## src/rtl/ismu_pkg.sv

```systemverilog
// Shared types, constants and helpers for the Ising Metropolis spin-update block.
package ismu_pkg;

    localparam int SIDE_DEF  = 16;

    localparam int COORD_W   = 4;
    localparam int DRAW_W    = 16;
    localparam int THR_W     = 17;
    localparam int DE_W      = 5;
    localparam int EN_W      = 11;
    localparam int MAG_W     = 10;
    localparam int ITEM_W    = 2 * COORD_W + 1 + DRAW_W;
    localparam int S_TDATA_W = 32;
    localparam int M_TDATA_W = 32;
    localparam int RES_W     = 1 + DE_W + EN_W + MAG_W;
    localparam int CFG_IDX_W = 1;

    localparam logic [CFG_IDX_W-1:0] REG_THR_FOUR  = 1'b0;
    localparam logic [CFG_IDX_W-1:0] REG_THR_EIGHT = 1'b1;

    localparam logic [THR_W-1:0] THR_FOUR_RST  = 17'd8869;
    localparam logic [THR_W-1:0] THR_EIGHT_RST = 17'd1200;

    localparam logic REQ_LOAD    = 1'b0;
    localparam logic REQ_ATTEMPT = 1'b1;

    typedef enum logic [1:0] {
        PH_CTR_UP    = 2'd0,
        PH_DOWN_LEFT = 2'd1,
        PH_RIGHT     = 2'd2
    } t_rd_phase;

    typedef struct packed {
        logic      clr_wr;
        logic      load_item;
        t_rd_phase phase;
        logic      cap_first;
        logic      cap_second;
        logic      eval;
    } t_cmd;

    typedef struct packed {
        logic clr_last;
    } t_sts;

    // reduce a coordinate modulo the lattice side by repeated subtraction
    function automatic logic [COORD_W-1:0] coord_wrap(input logic [COORD_W-1:0] v,
                                                      input int side);
        logic [COORD_W-1:0] r;
        r = v;
        for (int k = 0; k < 4; k++) begin
            if (int'(r) >= side) begin
                r = r - COORD_W'(side);
            end
        end
        return r;
    endfunction

endpackage

```

## src/rtl/ising_metropolis_spin_update.sv

```systemverilog
// Top level of the 2-D Ising Metropolis spin-update engine.
//
//  channel  | direction | signals                              | beat contents
//  ---------+-----------+--------------------------------------+------------------------------
//  s        | in        | i_s_tvalid o_s_tready i_s_tdata/user | one load or flip attempt
//  m        | out       | o_m_tvalid i_m_tready o_m_tdata      | flip, dE, energy, magnetization
//  cfg      | in        | i_cfg_we i_cfg_idx i_cfg_wdata       | acceptance threshold write
//
// An item passes through intake, reads of five sites on the two-read-port lattice memory
// in states RD0, RD1 and RD2, and an update step that writes the spin and the totals on a flip.
// After reset a clearing pass sets every spin to +1, one site per cycle; o_s_tready stays
// low until it ends.
// A result waits in the output register; the next item is taken meanwhile and holds
// in its update cycle until the output register is free.
module ising_metropolis_spin_update #(
    parameter int SIDE = ismu_pkg::SIDE_DEF
) (
    input  logic                           i_clk,
    input  logic                           i_rst_n,
    input  logic                           i_s_tvalid,
    output logic                           o_s_tready,
    // [3:0] site_row, [7:4] site_col, [8] load_spin, [24:9] uniform_draw, rest zero
    input  logic [ismu_pkg::S_TDATA_W-1:0] i_s_tdata,
    // [0] req_type
    input  logic                           i_s_tuser,
    output logic                           o_m_tvalid,
    input  logic                           i_m_tready,
    // [0] flipped, [5:1] delta_energy, [16:6] lattice_energy,
    // [26:17] lattice_magnetization, rest zero
    output logic [ismu_pkg::M_TDATA_W-1:0] o_m_tdata,
    input  logic                           i_cfg_we,
    input  logic [ismu_pkg::CFG_IDX_W-1:0] i_cfg_idx,
    input  logic [ismu_pkg::THR_W-1:0]     i_cfg_wdata
);
    import ismu_pkg::*;

    t_cmd             cmd;
    t_sts             sts;
    logic [RES_W-1:0] result;

    ismu_ctrl u_ctrl (
        .i_clk      (i_clk),
        .i_rst_n    (i_rst_n),
        .i_s_tvalid (i_s_tvalid),
        .o_s_tready (o_s_tready),
        .o_m_tvalid (o_m_tvalid),
        .i_m_tready (i_m_tready),
        .i_sts      (sts),
        .o_cmd      (cmd)
    );

    ismu_dpath #(
        .SIDE (SIDE)
    ) u_dpath (
        .i_clk       (i_clk),
        .i_rst_n     (i_rst_n),
        .i_cmd       (cmd),
        .o_sts       (sts),
        .i_item_kind (i_s_tuser),
        .i_item_data (i_s_tdata[ITEM_W-1:0]),
        .i_cfg_we    (i_cfg_we),
        .i_cfg_idx   (i_cfg_idx),
        .i_cfg_wdata (i_cfg_wdata),
        .o_result    (result)
    );

    assign o_m_tdata = {{(M_TDATA_W-RES_W){1'b0}}, result};

endmodule

```

## src/rtl/ismu_ctrl.sv

```systemverilog
// Sequencer: clearing pass, item intake, lattice read phases and result hand-off.
module ismu_ctrl (
    input  logic          i_clk,
    input  logic          i_rst_n,
    input  logic          i_s_tvalid,
    output logic          o_s_tready,
    output logic          o_m_tvalid,
    input  logic          i_m_tready,
    input  ismu_pkg::t_sts i_sts,
    output ismu_pkg::t_cmd o_cmd
);
    import ismu_pkg::*;

    typedef enum logic [5:0] {
        S_CLEAR = 6'b000001,
        S_IDLE  = 6'b000010,
        S_RD0   = 6'b000100,
        S_RD1   = 6'b001000,
        S_RD2   = 6'b010000,
        S_EVAL  = 6'b100000
    } t_state;

    t_state r_state, n_state;
    logic   r_out_valid, n_out_valid;
    logic   eval_go;

    assign eval_go = (r_state == S_EVAL) && (!r_out_valid || i_m_tready);

    always_comb begin
        n_state    = r_state;
        o_cmd      = '0;
        o_cmd.phase = PH_RIGHT;
        case (r_state)
            S_CLEAR: begin
                o_cmd.clr_wr = 1'b1;
                if (i_sts.clr_last) n_state = S_IDLE;
            end
            S_IDLE: begin
                o_cmd.load_item = i_s_tvalid;
                if (i_s_tvalid) n_state = S_RD0;
            end
            S_RD0: begin
                o_cmd.phase = PH_CTR_UP;
                n_state     = S_RD1;
            end
            S_RD1: begin
                o_cmd.phase     = PH_DOWN_LEFT;
                o_cmd.cap_first = 1'b1;
                n_state         = S_RD2;
            end
            S_RD2: begin
                o_cmd.cap_second = 1'b1;
                n_state          = S_EVAL;
            end
            S_EVAL: begin
                o_cmd.eval = eval_go;
                if (eval_go) n_state = S_IDLE;
            end
            default: begin
                n_state = S_IDLE;
            end
        endcase
    end

    always_comb begin
        n_out_valid = r_out_valid;
        if (eval_go) begin
            n_out_valid = 1'b1;
        end else if (i_m_tready) begin
            n_out_valid = 1'b0;
        end
    end

    always_ff @(posedge i_clk) begin
        if (!i_rst_n) begin
            r_state     <= S_CLEAR;
            r_out_valid <= 1'b0;
        end else begin
            r_state     <= n_state;
            r_out_valid <= n_out_valid;
        end
    end

    assign o_s_tready = (r_state == S_IDLE);
    assign o_m_tvalid = r_out_valid;

endmodule

```

## src/rtl/ismu_dpath.sv

```systemverilog
// Datapath: spin memory, thresholds, neighbour sum, acceptance test, running totals.
module ismu_dpath #(
    parameter int SIDE = ismu_pkg::SIDE_DEF
) (
    input  logic                           i_clk,
    input  logic                           i_rst_n,
    input  ismu_pkg::t_cmd                 i_cmd,
    output ismu_pkg::t_sts                 o_sts,
    input  logic                           i_item_kind,
    input  logic [ismu_pkg::ITEM_W-1:0]    i_item_data,
    input  logic                           i_cfg_we,
    input  logic [ismu_pkg::CFG_IDX_W-1:0] i_cfg_idx,
    input  logic [ismu_pkg::THR_W-1:0]     i_cfg_wdata,
    output logic [ismu_pkg::RES_W-1:0]     o_result
);
    import ismu_pkg::*;

    localparam int DEPTH = SIDE * SIDE;
    localparam int RW    = (SIDE > 1) ? $clog2(SIDE) : 1;
    localparam int AW    = (DEPTH > 1) ? $clog2(DEPTH) : 1;
    localparam logic [RW-1:0] LAST = RW'(SIDE - 1);
    localparam logic [AW-1:0] ADDR_LAST = AW'(DEPTH - 1);

    function automatic logic [AW-1:0] site_addr(input logic [RW-1:0] rr,
                                                input logic [RW-1:0] cc);
        return AW'(AW'(rr) * AW'(SIDE)) + AW'(cc);
    endfunction

    logic             r_mem [DEPTH];
    logic             r_rd_a, r_rd_b;
    logic [AW-1:0]    r_clr_addr;

    logic [THR_W-1:0] r_thr_four, r_thr_eight;
    logic             r_kind, r_load;
    logic [RW-1:0]    r_row, r_col;
    logic [DRAW_W-1:0] r_draw;
    logic             r_s_c, r_n_u, r_n_d, r_n_l;

    logic signed [EN_W-1:0]  r_energy;
    logic signed [MAG_W-1:0] r_mag;

    logic                    r_out_flip;
    logic signed [DE_W-1:0]  r_out_de;
    logic signed [EN_W-1:0]  r_out_en;
    logic signed [MAG_W-1:0] r_out_mag;

    logic [RW-1:0]   row_up, row_dn, col_lf, col_rt;
    logic [AW-1:0]   addr_c, addr_a, addr_b;
    logic [2:0]      n_ones;
    logic signed [DE_W-1:0] de;
    logic            flip;
    logic signed [EN_W-1:0]  n_energy;
    logic signed [MAG_W-1:0] n_mag;

    assign row_up = (r_row == '0)   ? LAST : r_row - RW'(1);
    assign row_dn = (r_row == LAST) ? '0   : r_row + RW'(1);
    assign col_lf = (r_col == '0)   ? LAST : r_col - RW'(1);
    assign col_rt = (r_col == LAST) ? '0   : r_col + RW'(1);
    assign addr_c = site_addr(r_row, r_col);

    always_comb begin
        case (i_cmd.phase)
            PH_CTR_UP: begin
                addr_a = addr_c;
                addr_b = site_addr(row_up, r_col);
            end
            PH_DOWN_LEFT: begin
                addr_a = site_addr(row_dn, r_col);
                addr_b = site_addr(r_row, col_lf);
            end
            default: begin
                addr_a = site_addr(r_row, col_rt);
                addr_b = addr_a;
            end
        endcase
    end

    // lattice memory, two read ports and one write port
    always_ff @(posedge i_clk) begin
        r_rd_a <= r_mem[addr_a];
        r_rd_b <= r_mem[addr_b];
        if (i_cmd.clr_wr) begin
            r_mem[r_clr_addr] <= 1'b1;
        end else if (i_cmd.eval && flip) begin
            r_mem[addr_c] <= ~r_s_c;
        end
    end

    assign o_sts.clr_last = (r_clr_addr == ADDR_LAST);

    always_ff @(posedge i_clk) begin
        if (!i_rst_n) begin
            r_clr_addr <= '0;
        end else if (i_cmd.clr_wr && !o_sts.clr_last) begin
            r_clr_addr <= r_clr_addr + AW'(1);
        end
    end

    always_ff @(posedge i_clk) begin
        if (!i_rst_n) begin
            r_thr_four  <= THR_FOUR_RST;
            r_thr_eight <= THR_EIGHT_RST;
        end else if (i_cfg_we) begin
            case (i_cfg_idx)
                REG_THR_FOUR:  r_thr_four  <= i_cfg_wdata;
                REG_THR_EIGHT: r_thr_eight <= i_cfg_wdata;
                default: begin
                end
            endcase
        end
    end

    always_ff @(posedge i_clk) begin
        if (i_cmd.load_item) begin
            r_kind <= i_item_kind;
            r_row  <= RW'(coord_wrap(i_item_data[COORD_W-1:0], SIDE));
            r_col  <= RW'(coord_wrap(i_item_data[2*COORD_W-1:COORD_W], SIDE));
            r_load <= i_item_data[2*COORD_W];
            r_draw <= i_item_data[ITEM_W-1:2*COORD_W+1];
        end
        if (i_cmd.cap_first) begin
            r_s_c <= r_rd_a;
            r_n_u <= r_rd_b;
        end
        if (i_cmd.cap_second) begin
            r_n_d <= r_rd_a;
            r_n_l <= r_rd_b;
        end
    end

    // right neighbour arrives on port A during the update cycle
    assign n_ones = 3'(r_n_u) + 3'(r_n_d) + 3'(r_n_l) + 3'(r_rd_a);

    always_comb begin
        if (r_s_c) begin
            de = DE_W'({n_ones, 2'b00}) - DE_W'(8);
        end else begin
            de = DE_W'(8) - DE_W'({n_ones, 2'b00});
        end
    end

    always_comb begin
        if (r_kind == REQ_LOAD) begin
            flip = (r_load != r_s_c);
        end else if (de[DE_W-1] || de == '0) begin
            flip = 1'b1;
        end else if (de == DE_W'(4)) begin
            flip = {1'b0, r_draw} < r_thr_four;
        end else begin
            flip = {1'b0, r_draw} < r_thr_eight;
        end
    end

    assign n_energy = r_energy + {{(EN_W-DE_W){de[DE_W-1]}}, de};
    assign n_mag    = r_s_c ? r_mag - MAG_W'(2) : r_mag + MAG_W'(2);

    always_ff @(posedge i_clk) begin
        if (!i_rst_n) begin
            r_energy <= EN_W'(-2 * DEPTH);
            r_mag    <= MAG_W'(DEPTH);
        end else if (i_cmd.eval && flip) begin
            r_energy <= n_energy;
            r_mag    <= n_mag;
        end
    end

    always_ff @(posedge i_clk) begin
        if (i_cmd.eval) begin
            r_out_flip <= flip;
            r_out_de   <= de;
            r_out_en   <= flip ? n_energy : r_energy;
            r_out_mag  <= flip ? n_mag : r_mag;
        end
    end

    assign o_result = {r_out_mag, r_out_en, r_out_de, r_out_flip};

endmodule
```

## config.mk

```make
export PLATFORM = sky130hd
export DESIGN_NAME = ising_metropolis_spin_update
export DESIGN_NICKNAME = d
export VERILOG_FILES = /design/src/rtl/ismu_pkg.sv /design/src/rtl/ising_metropolis_spin_update.sv /design/src/rtl/ismu_ctrl.sv /design/src/rtl/ismu_dpath.sv
export SDC_FILE = /design/constraint.sdc
export NUM_CORES = 1
export LEC_CHECK = 0
export ABC_AREA = 1
export BUFFER_PORTS_ARGS = -buffer_cell sky130_fd_sc_hd__buf_2
export CAP_MARGIN = 20
export CORE_ASPECT_RATIO = 2
export CORE_MARGIN = 5
export CORE_UTILIZATION = 55
export DETAILED_ROUTE_END_ITERATION = 8
export GPL_TIMING_DRIVEN = 0
export PLACE_DENSITY = 0.73
export SLEW_MARGIN = 40
export SYNTH_ARGS = -nofsm -noshare
export SYNTH_HDL_FRONTEND = slang
export SYNTH_SLANG_ARGS = --single-unit
```

## constraint.sdc

```tcl
create_clock -name i_clk -period 6.7 [get_ports i_clk]
set_clock_uncertainty 0.05 [all_clocks]
set_input_delay 0.335 -clock i_clk [delete_from_list [all_inputs] [get_ports i_clk]]
set_output_delay 0.335 -clock i_clk [all_outputs]
set_load 0.1 [all_outputs]
```

## Word level (Yosys, flattened, before mapping)

Memories as Yosys holds them, arrays and structs flattened. A register that Yosys moved wholly into a read port is not among the register bits.
Cells that the tools add are included.

| storage, ports and cells | value |
|---|---|
| memory bits (read-only) | 0 |
| register bits | 127 |
| memory bits (writable) | 256 |
| word-level logic and storage cells | 107 |
| memories | 1 |
| bits of input ports | 56 |
| output and inout bits | 34 |
| latch bits | 0 |

| operators by class | value |
|---|---|
| add/sub/neg operators | 18 |
| multiply operators | 0 |
| shifts and indexed selects | 0 |
| bitwise operators | 2 |
| equal/unequal tests | 15 |
| reductions and logical operators | 16 |
| order comparisons | 2 |
| multiplexer cells | 33 |
| divide/modulo/power cells | 0 |

Memories:

| memory | words | width | rd ports | clocked after memory_dff | write ports | line | RTL |
|---|---|---|---|---|---|---|---|
| u_dpath.r_mem | 256 | 1 | 2 | 2 | 1 | ismu_dpath.sv:29 | `logic r_mem [DEPTH];` |

Operators with widths:

| operator | number |
|---|---|
| adder 8 x 4 -> 8 bit | 5 |
| case mux 6 bit (6 select lines) | 1 |
| < comparator 16 x 17 -> 1 bit | 2 |
| case mux 8 bit (2 select lines) | 2 |
| 2-to-1 mux 10 bit | 2 |
| 2-to-1 mux 6 bit | 3 |
| 2-to-1 mux 1 bit | 17 |
| 2-to-1 mux 4 bit | 4 |
| adder 11 bit | 1 |
| 2-to-1 mux 11 bit | 1 |
| adder 10 x 3 -> 10 bit (second input constant) | 1 |
| subtractor 10 x 3 -> 10 bit (second input constant) | 1 |
| adder 4 x 1 -> 4 bit (second input constant) | 2 |
| adder 8 x 1 -> 8 bit (second input constant) | 1 |
| equality test 4 bit (second input constant) | 2 |
| equality test 8 bit (second input constant) | 1 |
| logical NOT 4 bit | 2 |
| 2-to-1 mux 8 bit | 1 |
| subtractor 4 x 1 -> 4 bit (second input constant) | 2 |
| adder 3 x 1 -> 3 bit | 2 |
| equality test 6 x 1 -> 1 bit (second input constant) | 1 |
| equality test 6 x 2 -> 1 bit (second input constant) | 1 |
| equality test 6 x 3 -> 1 bit (second input constant) | 1 |
| equality test 6 x 4 -> 1 bit (second input constant) | 1 |
| other kinds (22) | 29 |

## Depth between registers and ports, before layout

| depth | value |
|---|---|
| depth in word-level cells | 15 |
| mapped depth | 21 |

## By module

A second synthesis with hierarchy kept.

| second synthesis, totals | value |
|---|---|
| cell total of the unflattened synthesis | 2554 |
| area, all modules | 21670.8 µm² |

Modules (own cells, without submodules):

| module | instances | cells each | sequential area each (µm²) | area an instance (µm²) |
|---|---|---|---|---|
| ismu_dpath | 1 | 2489 | 10490.1 | 21261.6 |
| ismu_ctrl | 1 | 59 | 140.1 | 367.9 |
| ising_metropolis_spin_update | 1 | 6 | 0.0 | 41.3 |

## Least setup slack after synthesis

No wires, ideal clock.

| path | value |
|---|---|
| path type | flip-flop to flip-flop |
| from | register u_dpath.r_n_d |
| to | memory u_dpath.r_mem[0], data pin |
| arrival | 5840 ps |
| path slack | -9 ps |
| setup time | 819 ps |
| period minus slack after synthesis | 6709 ps |
| data required time | 5831 ps |
| path buffers | 2 |
| cell stages (with the launch flop) | 16 |
| cells stage by stage | edfxtp_1 -> ha_1 -> inv_1 -> fa_1 -> fa_1 -> o21ai_2 -> inv_2 -> nor3_2 -> inv_1 -> nand4_1 -> nand3_2 -> nand3_4 -> buf_6 -> inv_1 -> clkbuf_1 -> nand2_1 |

| between the ends | value |
|---|---|
| longest elaborated chain between the ends | 15 |
| elaborated cells between the ends (all ways) | 18 |
| classes of those cells | add/sub (5); eq/ne (1); mux (8); reduce/logical (4) |

Ends and longest elaborated chain:

| what | line | RTL |
|---|---|---|
| from (decl) | ismu_dpath.sv:37 | `logic r_s_c, r_n_u, r_n_d, r_n_l;` |
| from (signal assigned) | ismu_dpath.sv:126 | `r_n_d <= r_rd_a;` |
| adder 1 x 1 -> 2 bit (*) | ismu_dpath.sv:132 | `assign n_ones = 3'(r_n_u) + 3'(r_n_d) + 3'(r_n_l) + 3'(r_rd_a);` |
| adder 3 x 1 -> 3 bit (*) (2 in a row) | ismu_dpath.sv:132 |  |
| subtractor 4 x 5 -> 5 bit or subtractor 5 x 4 -> 5 bit (tied branches) | ismu_dpath.sv:138, ismu_dpath.sv:136 |  |
| 2-to-1 mux 5 bit (*) | ismu_dpath.sv:135 | `if (r_s_c) begin` |
| named net u_dpath.de[3] | ismu_dpath.sv:50 | `logic signed [DE_W-1:0] de;` |
| equality test 5 x 4 -> 1 bit or logical NOT 5 bit (tied branches) | ismu_dpath.sv:147, ismu_dpath.sv:145 |  |
| 2-to-1 mux 1 bit or logical OR 1 bit (tied branches) | ismu_dpath.sv:147, ismu_dpath.sv:145 |  |
| 2-to-1 mux 1 bit (*) | ismu_dpath.sv:145 | `end else if (de[DE_W-1] \|\| de == '0) begin` |
| 2-to-1 mux 1 bit (*) | ismu_dpath.sv:143 | `if (r_kind == REQ_LOAD) begin` |
| logical AND 1 bit (*) | ismu_dpath.sv:84 | `end else if (i_cmd.eval && flip) begin` |
| 2-to-1 mux 1 bit (*) | ismu_dpath.sv:84 |  |
| 2-to-1 mux 1 bit (*) | ismu_dpath.sv:82 | `if (i_cmd.clr_wr) begin` |
| 2-to-1 mux 1 bit (implied by the code) (*) | ismu_dpath.sv:85 | `r_mem[addr_c] <= ~r_s_c;` |
| OR reduction 1 bit (no source line) (*) | - |  |
| 2-to-1 mux 1 bit (no source line) (*) | - |  |
| to (decl) | ismu_dpath.sv:29 |  |

The timed path passes the listed nets; every way through them passes the cells marked *.

## Worst setup path after layout

| path | value |
|---|---|
| from | register u_dpath.r_n_d |
| to | memory u_dpath.r_mem[232], data pin |

Same word-level chain as after synthesis.

==> impl_metrics.csv <==
group,metric,value,unit
cts,cts.clk_slew.worst_paths,70,ps
route,ant_nets,0,
grt,first_global_vias,21100,
yosys,synth_cell_types,45,
power,ir_worst_vdd,0.244,mV
worst_setup_path,ff2ff_setup_slack,1110,ps
place,dpl_cell_area,22900,µm²
floorplan,dieHeight,291,µm
worst_setup_path,r2r_start,"u_dpath.r_n_d",
cts,tritoncts,"done",
floorplan,pin_count,90,
layout,stdcell_area,24400,µm²
floorplan,start_util,0.553,
min_path,hold_path_class,"in -> reg",
sta,slew_headroom,0.379,
power,finalPower,0.00513,W
route,vias,20600,
cts,post-cts-setup-buffers,0,
cts,clock_latency,570,ps
layout,num-nets-final,2823,
grt,grt_start_max_net_pins,99,
layout,final_layout_size_suffix_gt1_frac,0.126,
worst_setup_path,r2r_end,"u_dpath.r_mem[232]",
worst_setup_path,cp-endpoint,"u_dpath.r_mem[232]",
sta,fin_ws,1110,ps
layout,fin_util,0.621,
worst_setup_path,worstPathRequired,6870,ps
sta,final-hold-violation-count,0,
route,vias_per_cell,6.31,
worst_setup_path,cp_max_fo,98,
place,place.gp.congestion,1.05,
place,port_buffers,72,
floorplan,core,39300,µm²
worst_setup_path,critPathCaptureType,"flip-flop",
worst_setup_path,cp.buffers_inverters,7,
yosys,syn_area,21700,µm²
worst_setup_path,crit_type,"reg -> reg",
worst_setup_path,crit_path_max_incr_delay,580,ps
grt,grt_usage,0.418,
sta,worstMarginPinSlew,932,ps
route,avgRoutedWirePerCell,28.2,µm
sta,fmax,0.179,GHz
grt,grt_antenna_before_repair,4,
route,drt_iter0_markers,2032,
yosys,yosys_warnings,0,
floorplan,die_w,151,µm
yosys,yosysTopAreaCellShare,0.425,
layout,fillers,3362,
power,p_per_area,210,nW/µm²
sta,slew_violations,0,
worst_setup_path,cp_num_cells,16,
cts,cts.sinks,377,
worst_setup_path,crit_slowest_cell,"clkbuf_1",
yosys,synth_common_cells,"nand2_1 (442), nand3_1 (410), edfxtp_1 (308)",
worst_setup_path,crit_chain,"ha_1, inv_1, fa_1, fa_1, o21ai_2, inv_2, nor3_2, nand4_1, nand3_2, nand3_4, buf_6, inv_1, clkbuf_1, nand2_8, buf_16, buf_16",
yosys,ys_ff_latch,377,
yosys,yosys-top-cells-area,"edfxtp_1 (43%), nand3_1 (9.4%), nand2_1 (7.6%)",
worst_setup_path,startpoint,"u_dpath.r_n_d",
worst_setup_path,cp-start-kind,"flip-flop",
worst_setup_path,arrival,5770,ps
yosys,ys_seq_area_frac,0.489,
flow_run,max-cap-violations,0,
sta,setup_violations,0,
route,drt_first_pass_iters,6,
grt,gr-total-overflow,0,
yosys,synth_cells,2551,
cts,clock-root-buffer,"clkbuf_16",
power,cellLeakagePower,10.1,nW
cts,htreeDepth,2,
sta,finalCritPeriodShare,0.835,
route,drc_errors,0,
cts,cts_buffers,35,
yosys,synthFlopType,"edfxtp_1",
yosys,avgSynthCellArea,8.52,µm²
worst_setup_path,r2r_cells,16,
route,wl,92000,µm
place,place_ws,1220,ps
place,dp.final_hpwl,68300,µm
layout,area_growth,12.3,%
outcome,status,"completed",
yosys,async_reset_ff_frac,0,
yosys,yosys.cell_count.top_type,"nand2_1",
yosys,synth_edf_count,308,
floorplan,rows,103,
yosys,synth_top_area_cell,"edfxtp_1",
cts,max-clock-path-buffers,3,
sta,min_period,5590,ps
floorplan,die_area,43900,µm²
worst_setup_path,cpLargestDelayFamily,"buffers and inverters",
grt,grt_pass1_wl,132000,µm
sta,hold_ws,0.934,ps
sta,rsz0062_at_grt,"false",
[sequential cells by signal (all words and copies together) (netlist names), 3 cells and up]
register / count
u_ctrl.r_state: 6
u_dpath.r_clr_addr: 8
u_dpath.r_col: 4
u_dpath.r_draw: 16
u_dpath.r_energy: 9
u_dpath.r_mag: 9
u_dpath.r_mem: 256
u_dpath.r_out_de: 3
u_dpath.r_out_en: 9
u_dpath.r_out_mag: 9
u_dpath.r_row: 4
u_dpath.r_thr_eight: 17
u_dpath.r_thr_four: 17
[worst min-delay path, stage by stage]
cell      delay, ps
buf_2            90
nand2_1          50
o211ai_1         90
[layout by cell type, fill, tap and decap left out, drive strengths merged, types with 2 or more instances in the layout]
| cell type | n |
|---|---|
| fa | 4 |
| nor3 | 11 |
| o21bai | 4 |
| edfxtp | 308 |
| o21ai | 84 |
| nand3b | 67 |
| dfxtp | 69 |
| clkinvlp | 2 |
| o211ai | 149 |
| diode | 3 |
| conb | 10 |
| dlygate4sd3 | 34 |
| clkbuf | 84 |
| a21oi | 78 |
| nand4 | 10 |
| inv | 310 |
| nor4 | 4 |
| clkinv | 14 |
| bufinv | 3 |
| nand2 | 458 |
| xor2 | 18 |
| ha | 53 |
| nor2 | 311 |
| xnor2 | 3 |
| buf | 213 |
| nand3 | 429 |
[stage by stage]
stage,std cells,TNS (ps)
2_1_floorplan,2560,0
3_5_place_dp,3163,0
4_1_cts,3261,0
3_3_place_gp,3157,-188940
5_1_grt,3262,0
6_report,3265,0
[worst min path at each step]
| stage | endpoint | from | cells after the start | slack, ps |
|---|---|---|---|---|
| after floorplan | u_dpath.r_n_l | u_dpath.r_rd_b | 0 | 350 |
| after global placement | u_dpath.r_n_u | u_dpath.r_rd_b | 0 | 360 |
| after detailed placement | u_dpath.r_n_l | u_dpath.r_rd_b | 0 | 380 |
| after CTS | u_dpath.r_thr_four[2] | i_cfg_wdata[2] | 3 | 10 |
| after global routing | u_dpath.r_thr_four[2] | i_cfg_wdata[2] | 3 | 30 |
| final | u_dpath.r_thr_four[2] | i_cfg_wdata[2] | 3 | 0.9 |
[repair_timing]
| action | in CTS | in global routing |
|---|---|---|
| hold buffers | 34 | 0 |
| hold endpoints to repair | 37 | 0 |
| setup endpoints to repair | 0 | 0 |
| gates resized for setup | 0 | 0 |
[layer usage]
layer	vias to the layer above	global-route usage	wire, µm
li1	8945	-	-
met1	9627	0.401	27700
met2	1415	0.713	45400
met3	606	0.0897	7430
met4	4	0.403	11400
met5	-	0	32
[where the power goes]
part | internal (W) | switching (W) | leakage [nW] | total [W]
registers | 0.00253 | 0.0000130 | 3.84 | 0.00254
logic | 0.000133 | 0.000400 | 5.67 | 0.000533
clock network | 0.00111 | 0.000948 | 0.537 | 0.00206
total | 0.00377 | 0.00136 | 10.1 | 0.00513
[logic make-up after synthesis]
family          Yosys count  synth area share
compound gates          320            0.0956
xor+xnor                 21           0.00846
fa+ha+maj                57            0.0342
buf+inv                 483            0.0943
flops                   377             0.489
other cells               1          0.000172
simple gates           1292             0.278
[cell type report]
cell class                      instances  area [µm²]  area share
Buffer                                173         896      0.0367
Tap cell                              525         657      0.0269
Timing Repair Buffer                  113         801      0.0328
Sequential cell                       377       10600       0.435
Clock buffer                           45         935      0.0383
Antenna cell                            3        7.51    0.000307
Clock inverter                         19         184     0.00753
Inverter                              310        1160      0.0476
Multi-Input combinational cell       1700        9150       0.375
(Power assumes the default switching activity.)
